===== src/rtl/masked_byte_pattern_scan_top_defines.svh =====
// Assertion macros shared by the masked byte pattern scanner.
`ifndef MASKED_BYTE_PATTERN_SCAN_TOP_DEFINES_SVH
`define MASKED_BYTE_PATTERN_SCAN_TOP_DEFINES_SVH

// Checked at every rising edge outside of reset.
`define MBPS_ASSERT(label, prop, msg) \
  label: assert property (@(posedge clk) disable iff (rst) (prop)) else $error(msg);

// Checked at every rising edge, reset included.
`define MBPS_ASSERT_ALWAYS(label, prop, msg) \
  label: assert property (@(posedge clk) (prop)) else $error(msg);

`endif


===== src/rtl/mbps_pkg.sv =====
// Package with the types, sizes and register indexes of the masked byte pattern scanner.
`default_nettype none
package mbps_pkg;

  localparam int MAX_PATTERN   = 16;
  localparam int OFFSET_WIDTH  = 32;
  localparam int REG_BYTES     = 16;
  localparam int REG_BITS      = 8 * REG_BYTES;
  localparam int CFG_WIDTH     = 64;
  localparam int CFG_IDX_WIDTH = 3;
  localparam int LEN_WIDTH     = 5;
  localparam int RES_OFF_WIDTH = 32;
  localparam int SEEN_W        = $clog2(MAX_PATTERN + 1);
  localparam int IDX_W         = (MAX_PATTERN > 1) ? $clog2(MAX_PATTERN) : 1;

  localparam logic [CFG_IDX_WIDTH-1:0] REG_VALUE_LO = 3'd0;
  localparam logic [CFG_IDX_WIDTH-1:0] REG_VALUE_HI = 3'd1;
  localparam logic [CFG_IDX_WIDTH-1:0] REG_MASK_LO  = 3'd2;
  localparam logic [CFG_IDX_WIDTH-1:0] REG_MASK_HI  = 3'd3;
  localparam logic [CFG_IDX_WIDTH-1:0] REG_LENGTH   = 3'd4;

  typedef logic [MAX_PATTERN-1:0][7:0] window_t;

  typedef struct packed {
    logic [REG_BITS-1:0] value;
    logic [REG_BITS-1:0] mask;
  } pattern_t;

  typedef struct packed {
    logic [7:0] data_byte;
    logic       first_byte;
  } scan_req_t;

  typedef struct packed {
    logic                     match_found;
    logic [RES_OFF_WIDTH-1:0] match_offset;
  } scan_res_t;

endpackage
`default_nettype wire


===== src/rtl/mbps_match.sv =====
// Parallel masked compare of the pattern against the newest window bytes.
`default_nettype none
module mbps_match (
  input  var mbps_pkg::window_t                  window,
  input  var mbps_pkg::pattern_t                 pattern,
  input  var logic [mbps_pkg::SEEN_W-1:0]        length,
  input  var logic [mbps_pkg::SEEN_W-1:0]        seen,
  output logic                                   hit
);
  import mbps_pkg::*;

  logic [MAX_PATTERN-1:0] mismatch;

  for (genvar k = 0; k < MAX_PATTERN; k++) begin : g_lane
    localparam logic [SEEN_W-1:0] KPLUS = SEEN_W'(k + 1);
    logic [SEEN_W-1:0] idx_full;
    logic [7:0]        value;
    logic [7:0]        mask;
    logic [7:0]        win;

    if (k < REG_BYTES) begin : g_reg
      assign value = pattern.value[8*k +: 8];
      assign mask  = pattern.mask[8*k +: 8];
    end else begin : g_wild
      assign value = 8'h00;
      assign mask  = 8'h00;
    end

    // Pattern byte k lines up with the window byte that is length-1-k places old.
    assign idx_full    = length - KPLUS;
    assign win         = window[idx_full[IDX_W-1:0]];
    assign mismatch[k] = (length >= KPLUS) && (((win ^ value) & mask) != 8'h00);
  end

  assign hit = (seen >= length) && (mismatch == '0);

endmodule
`default_nettype wire


===== src/rtl/masked_byte_pattern_scan_top.sv =====
// Top level of the masked byte pattern scanner: registers, window, offset and result stage.
// A result is registered and shown in the cycle after its request is accepted.
// Throughput: one request per cycle, set by the single result register.
// A request is held off only while a shown result is stalled downstream.
// Reset clears the pattern registers, the window, the byte count, the offset and
// the result valid; the pattern length resets to one.
`default_nettype none
module masked_byte_pattern_scan_top (
  input  var logic                                   clk,
  input  var logic                                   rst,
  input  var logic                                   cfg_write,
  input  var logic [mbps_pkg::CFG_IDX_WIDTH-1:0]     cfg_index,
  input  var logic [mbps_pkg::CFG_WIDTH-1:0]         cfg_data,
  input  var logic                                   byte_valid,
  output logic                                       byte_stall,
  input  var mbps_pkg::scan_req_t                    byte_req,
  output logic                                       result_valid,
  input  var logic                                   result_stall,
  output mbps_pkg::scan_res_t                        result
);
  import mbps_pkg::*;
  `include "masked_byte_pattern_scan_top_defines.svh"

  pattern_t                pattern;
  logic [LEN_WIDTH-1:0]    pattern_length;
  window_t                 window;
  window_t                 window_next;
  logic [SEEN_W-1:0]       seen;
  logic [SEEN_W-1:0]       seen_base;
  logic [SEEN_W-1:0]       seen_next;
  logic [OFFSET_WIDTH-1:0] position;
  logic [OFFSET_WIDTH-1:0] cur;
  logic [OFFSET_WIDTH-1:0] start;
  logic [SEEN_W-1:0]       length;
  logic                    accept;
  logic                    hit;

  assign byte_stall = result_valid && result_stall;
  assign accept     = byte_valid && !byte_stall;

  always_ff @(posedge clk) begin
    if (rst) begin
      pattern        <= '0;
      pattern_length <= LEN_WIDTH'(1);
    end else if (cfg_write) begin
      case (cfg_index)
        REG_VALUE_LO: pattern.value[CFG_WIDTH-1:0]        <= cfg_data;
        REG_VALUE_HI: pattern.value[REG_BITS-1:CFG_WIDTH] <= cfg_data;
        REG_MASK_LO:  pattern.mask[CFG_WIDTH-1:0]         <= cfg_data;
        REG_MASK_HI:  pattern.mask[REG_BITS-1:CFG_WIDTH]  <= cfg_data;
        REG_LENGTH:   pattern_length                      <= cfg_data[LEN_WIDTH-1:0];
        default: ;
      endcase
    end
  end

  always_comb begin
    if (pattern_length == '0) begin
      length = SEEN_W'(1);
    end else if (pattern_length > MAX_PATTERN) begin
      length = SEEN_W'(MAX_PATTERN);
    end else begin
      length = SEEN_W'(pattern_length);
    end
  end

  // The first byte of an image clears the window, the count and the offset before it enters.
  always_comb begin
    if (byte_req.first_byte) begin
      window_next = '0;
      seen_base   = '0;
      cur         = '0;
    end else begin
      window_next = window;
      seen_base   = seen;
      cur         = position;
    end
    for (int a = MAX_PATTERN - 1; a > 0; a--) begin
      window_next[a] = window_next[a-1];
    end
    window_next[0] = byte_req.data_byte;
    if (seen_base < SEEN_W'(MAX_PATTERN)) begin
      seen_next = seen_base + SEEN_W'(1);
    end else begin
      seen_next = seen_base;
    end
  end

  assign start = cur - OFFSET_WIDTH'(length - SEEN_W'(1));

  mbps_match u_match (
    .window  (window_next),
    .pattern (pattern),
    .length  (length),
    .seen    (seen_next),
    .hit     (hit)
  );

  always_ff @(posedge clk) begin
    if (rst) begin
      window       <= '0;
      seen         <= '0;
      position     <= '0;
      result_valid <= 1'b0;
    end else begin
      if (accept) begin
        window       <= window_next;
        seen         <= seen_next;
        position     <= cur + OFFSET_WIDTH'(1);
        result_valid <= 1'b1;
      end else if (!result_stall) begin
        result_valid <= 1'b0;
      end
    end
  end

  always_ff @(posedge clk) begin
    if (accept) begin
      result.match_found  <= hit;
      result.match_offset <= hit ? RES_OFF_WIDTH'(start) : '0;
    end
  end

  `MBPS_ASSERT(a_accept_shows_result, accept |=> result_valid, "accepted request gave no result")
  `MBPS_ASSERT(a_miss_zero_offset, result_valid && !result.match_found |-> result.match_offset == '0, "offset set without a match")
  `MBPS_ASSERT(a_first_restarts, accept && byte_req.first_byte |=> seen == SEEN_W'(1) && position == OFFSET_WIDTH'(1), "first byte did not restart the image")
  `MBPS_ASSERT(a_match_needs_bytes, result_valid && result.match_found |-> seen >= length, "match reported before the window was full")
  `MBPS_ASSERT(a_seen_bounded, seen <= SEEN_W'(MAX_PATTERN), "byte count ran past the window depth")

endmodule
`default_nettype wire

===== config.mk =====
export PLATFORM = sky130hd
export DESIGN_NAME = masked_byte_pattern_scan_top
export DESIGN_NICKNAME = d
export VERILOG_FILES = /design/src/rtl/mbps_pkg.sv /design/src/rtl/mbps_match.sv /design/src/rtl/masked_byte_pattern_scan_top.sv
export VERILOG_INCLUDE_DIRS = /design/src /design/src/rtl
export SDC_FILE = /design/constraint.sdc
export NUM_CORES = 2
export LEC_CHECK = 0
export ABC_AREA = 1
export BUFFER_PORTS_ARGS = -buffer_cell sky130_fd_sc_hd__buf_2
export CAP_MARGIN = 25
export CORE_ASPECT_RATIO = 0.5
export CORE_MARGIN = 2
export CORE_UTILIZATION = 35
export DETAILED_ROUTE_END_ITERATION = 12
export REMOVE_ABC_BUFFERS = 1
export SYNTH_ARGS = -nofsm -noshare
export SYNTH_HDL_FRONTEND = slang
export SYNTH_HIERARCHICAL = 1
export SYNTH_SLANG_ARGS = --single-unit

===== constraint.sdc =====
create_clock -name clk -period 8 [get_ports clk]
set_clock_uncertainty 0.05 [all_clocks]
set_input_delay 1.2 -clock clk [delete_from_list [all_inputs] [get_ports clk]]
set_output_delay 1.2 -clock clk [all_outputs]
set_load 0.02 [all_outputs]

==> summary.md <==
| Metric | Value |
|---|---|
| Status | `finished clean` |
| TNS Setup | `0 ps` |
| Mapped Area | `29220 µm²` |
| Initial antenna violation count | `6` |
| IO Count | `116` |
| Post-synth EDFFs | `33` |
| GP Congestion | `1.011` |
| Die ar. | `85960 µm²` |
| Hold Crit Depth | `2` |
| MaxCap Viol Count | `0` |
| Tcrit/Tclk final | `0.7649` |
| Antenna viol nets, final | `0` |
| Total gr overflow | `0` |
| Most frequent cells in the layout | `1053 x nand3_1, 945 x nand2_1, 696 x nor2_1` |
| Net count, final | `4893` |
| Least-Margin Pin Slew | `1083 ps` |
| Critical path's largest stage delay | `790 ps` |
| VDD IR max | `0.0001331 V` |
| Fmax | `163.4 MHz` |
| Die X-Extent | `412.6 µm` |
| Metal2 WL | `50710 µm` |
| PwrDens | `188.1 nW/µm²` |
| Worst Hold Endpoint | `pattern[89]$_SDFFE_PP0P_` |
| Slew headroom | `0.2781` |
| Crit path cell chain | `a21oi_4 > buf_4 > ha_1 > inv_1 > nand2_1 > nand2_1 > buf_4 > inv_1 > nand3_1 > nand3_1 > nand3_1 > nand3_1 > o21ai_0 > nor2_1 > nand2_1 > nand2_1 > nand2_1 > nor2_1 > nand2_1 > nor2_2 > buf_4 > inv_1 > a21oi_1 > o21a_1` |
| First-pass GRT wire length | `172100 µm` |
| H-tree depth | `2` |
| Dpl ws | `2028 ps` |
| CP Launch Type | `flip-flop` |
| Clock slew at reported path FFs | `70 ps` |
| DIE HEIGHT | `208.3 µm` |
| Post-Syn Instances | `4790` |
| Dpl cells | `5808` |
| Initial Util | `0.3558` |
| Core area | `82130 µm²` |
| Total GRT Usage | `0.2570` |
| Yosys reg bits | `452` |
| Critical Path RT | `8430 ps` |
| Final setup viols | `0` |
| WL/cell | `19.27 µm` |
| Hold_buf cts | `0` |
| Finished Core Util | `0.3912` |
| Initial DRC Count | `3451` |
| Critical-path top delay cell | `inv_1` |
| Buf/Inv on CP | `6` |
| Rows | `74` |
| Reg2reg setup slack | `1880 ps` |
| Syn Area/Cell | `6.100 µm²` |
| Commonest non-fill, non-tap cell in the layout | `nand3_1` |
| Clock buffer depth | `3` |
| Critical path class | `reg -> reg` |
| CTS resizes | `0` |
| Setup bufs post-CTS | `0` |
| Yosys cell types | `51` |
| Dpl hpwl | `81760 µm` |
| Setup WS post-layout | `1880 ps` |
| CTS tree | `done` |
| Cts bufs inserted | `47` |
| Finished Layout Cells | `5899` |
| Critical path peak fanout | `89` |
| Most common cell on crit path | `nand2_1` |
| Crit path DAT | `6550 ps` |
| DR top layer | `met4` |
| Metal-1 WL | `49610 µm` |
| R2R Path End | `result[7]$_SDFFCE_PN0P_` |
| # DRC | `0` |
| Met3 WL | `9007 µm` |
| Critical R2R Launch | `pattern_length[4]$_SDFFE_PP0P_` |
| R2R cell count | `24` |
| Synth Flop Type | `dfxtp_1` |
| Clock root cell | `clkbuf_16` |
| Worst Hold Class | `reg -> reg` |
| Fin. max-slew vios | `0` |
| Total power | `0.006044 W` |
| Post-synthesis sequential area ratio | `0.3210` |
| Vias in the first global route | `29.30k` |
| Largest net degree at the start of global routing | `215` |
| Critical Path End Type | `flip-flop` |
| Leakage | `14.03 nW` |
| Crit-path leading delay family | `buffers and inverters` |
| Layout area overhead | `9.960%` |
| Worst hold start | `pattern[89]$_SDFFE_PP0P_` |
| Final min period | `6120 ps` |
| # clock sinks | `452` |
| DRT Wirelength | `113700 µm` |
| RSZ-0062 raised after global routing | `no` |
| Clk_lat worst skew | `640 ps` |
| Synth warn | `6` |
| I/O Buffers | `115` |
| Via count | `31.92k` |
| First-pass DRT Iterations | `8` |
| Via density | `5.411` |
| Final Hold Fails | `0` |
| Share of layout cells above drive strength 1 | `0.06509` |
| Synth async-reset ratio | `0` |
[cells in the mapped netlist, types with 2 or more instances]
cell type / instances / area share
nand3b_1: 4 / 0.0010
a21oi_1: 273 / 0.047
nor2_4: 9 / 0.0035
nand2_1: 946 / 0.12
nor3_2: 2 / 0.00069
inv_1: 475 / 0.061
o21a_1: 4 / 0.0010
nand4_1: 10 / 0.0021
xor2_4: 2 / 0.0019
buf_2: 73 / 0.013
nand3_4: 4 / 0.0024
buf_1: 29 / 0.0037
ha_1: 55 / 0.024
nor2_2: 16 / 0.0034
nand3_2: 12 / 0.0041
buf_6: 8 / 0.0031
edfxtp_1: 33 / 0.034
a21oi_2: 3 / 0.00090
clkbuf_1: 133 / 0.017
xor2_1: 9 / 0.0027
nand3_1: 1054 / 0.18
nor3b_1: 3 / 0.00077
o21ai_1: 8 / 0.0014
inv_2: 11 / 0.0014
o211ai_1: 4 / 0.0010
xnor2_1: 5 / 0.0015
nand2_2: 5 / 0.0011
dfxtp_1: 419 / 0.29
a21o_1: 7 / 0.0018
o21ai_0: 428 / 0.073
xor2_2: 4 / 0.0022
buf_4: 16 / 0.0041
nor4_1: 2 / 0.00043
nor2_1: 700 / 0.090
nor3_1: 8 / 0.0014
[per-layer routing]
layer,global-route usage,vias up
li1,-,15619
met1,0.3487,14844
met2,0.4111,1229
met3,0.04031,226
met4,0.09313,0
met5,0,-
[state kept, by name, summed over array words and instances (netlist names)]
name,flops
result,33
seen,5
pattern_length,5
window,120
position,32
pattern,256
result_valid,1
[power breakdown]
part / leakage, nW / switching (W) / internal, W
combinational: 9.49 / 0.000854 / 0.000337
clock: 0.794 / 0.00106 / 0.00133
sequential: 3.75 / 0.0000567 / 0.00241
[worst reg2reg max path, cell delays in order, from the launching register on]
cell	delay [ps]
dfxtp_1	550
a21oi_4	280
buf_4	740
ha_1	380
inv_1	80
nand2_1	60
nand2_1	60
buf_4	250
inv_1	800
nand3_1	290
nand3_1	230
nand3_1	90
nand3_1	210
o21ai_0	120
nor2_1	260
nand2_1	170
nand2_1	130
nand2_1	70
nor2_1	100
nand2_1	70
nor2_2	200
buf_4	320
inv_1	180
a21oi_1	140
o21a_1	130
[worst max path at each step]
stage,endpoint,depth (start not counted),from,slack (ps)
3_3_place_gp,result[9]$_SDFFCE_PN0P_,24,pattern_length[4]$_SDFFE_PP0P_,2030
4_1_cts,result[7]$_SDFFCE_PN0P_,24,pattern_length[4]$_SDFFE_PP0P_,1990
6_report,result[7]$_SDFFCE_PN0P_,24,pattern_length[4]$_SDFFE_PP0P_,1880
5_1_grt,result[7]$_SDFFCE_PN0P_,26,pattern_length[3]$_SDFFE_PP0P_,1360
2_1_floorplan,result[15]$_SDFFCE_PN0P_,22,pattern_length[3]$_SDFFE_PP0P_,-6890
3_5_place_dp,result[7]$_SDFFCE_PN0P_,24,pattern_length[4]$_SDFFE_PP0P_,2030
[logic make-up after synthesis]
kind of cell / Yosys count / share of synthesized area
XOR/XNOR: 21 / 0.008864
other: 1 / 0.0001283
AND/OR/NAND/NOR: 2778 / 0.4135
buffers and inverters: 748 / 0.1041
adder cells (fa/ha/maj): 56 / 0.02424
AO/OA/AOI/OAI: 734 / 0.1282
flip-flops: 452 / 0.3210
[per-stage QoR]
| step | hold WS (ps) | area (µm²) |
|---|---|---|
| 4_1_cts | 398.7 | 32090 |
| 3_3_place_gp | 383.0 | 30440 |
| 3_5_place_dp | 390.1 | 30460 |
| 5_1_grt | 417.6 | 32130 |
| 2_1_floorplan | 375.6 | 28120 |
| 6_report | 398.6 | 32130 |
[area by class of cell]
type | count | area, µm²
antenna | 4 | 10.01
sequential | 452 | 9379
clock inverter | 21 | 274.0
inverter | 488 | 1852
timing repair buffer | 149 | 885.9
tap | 1102 | 1379
multi-input combinational | 3618 | 17000
clock buffer | 65 | 1355
fill | 8902 | 50000
Note: power is estimated with default switching activity, not from simulation.
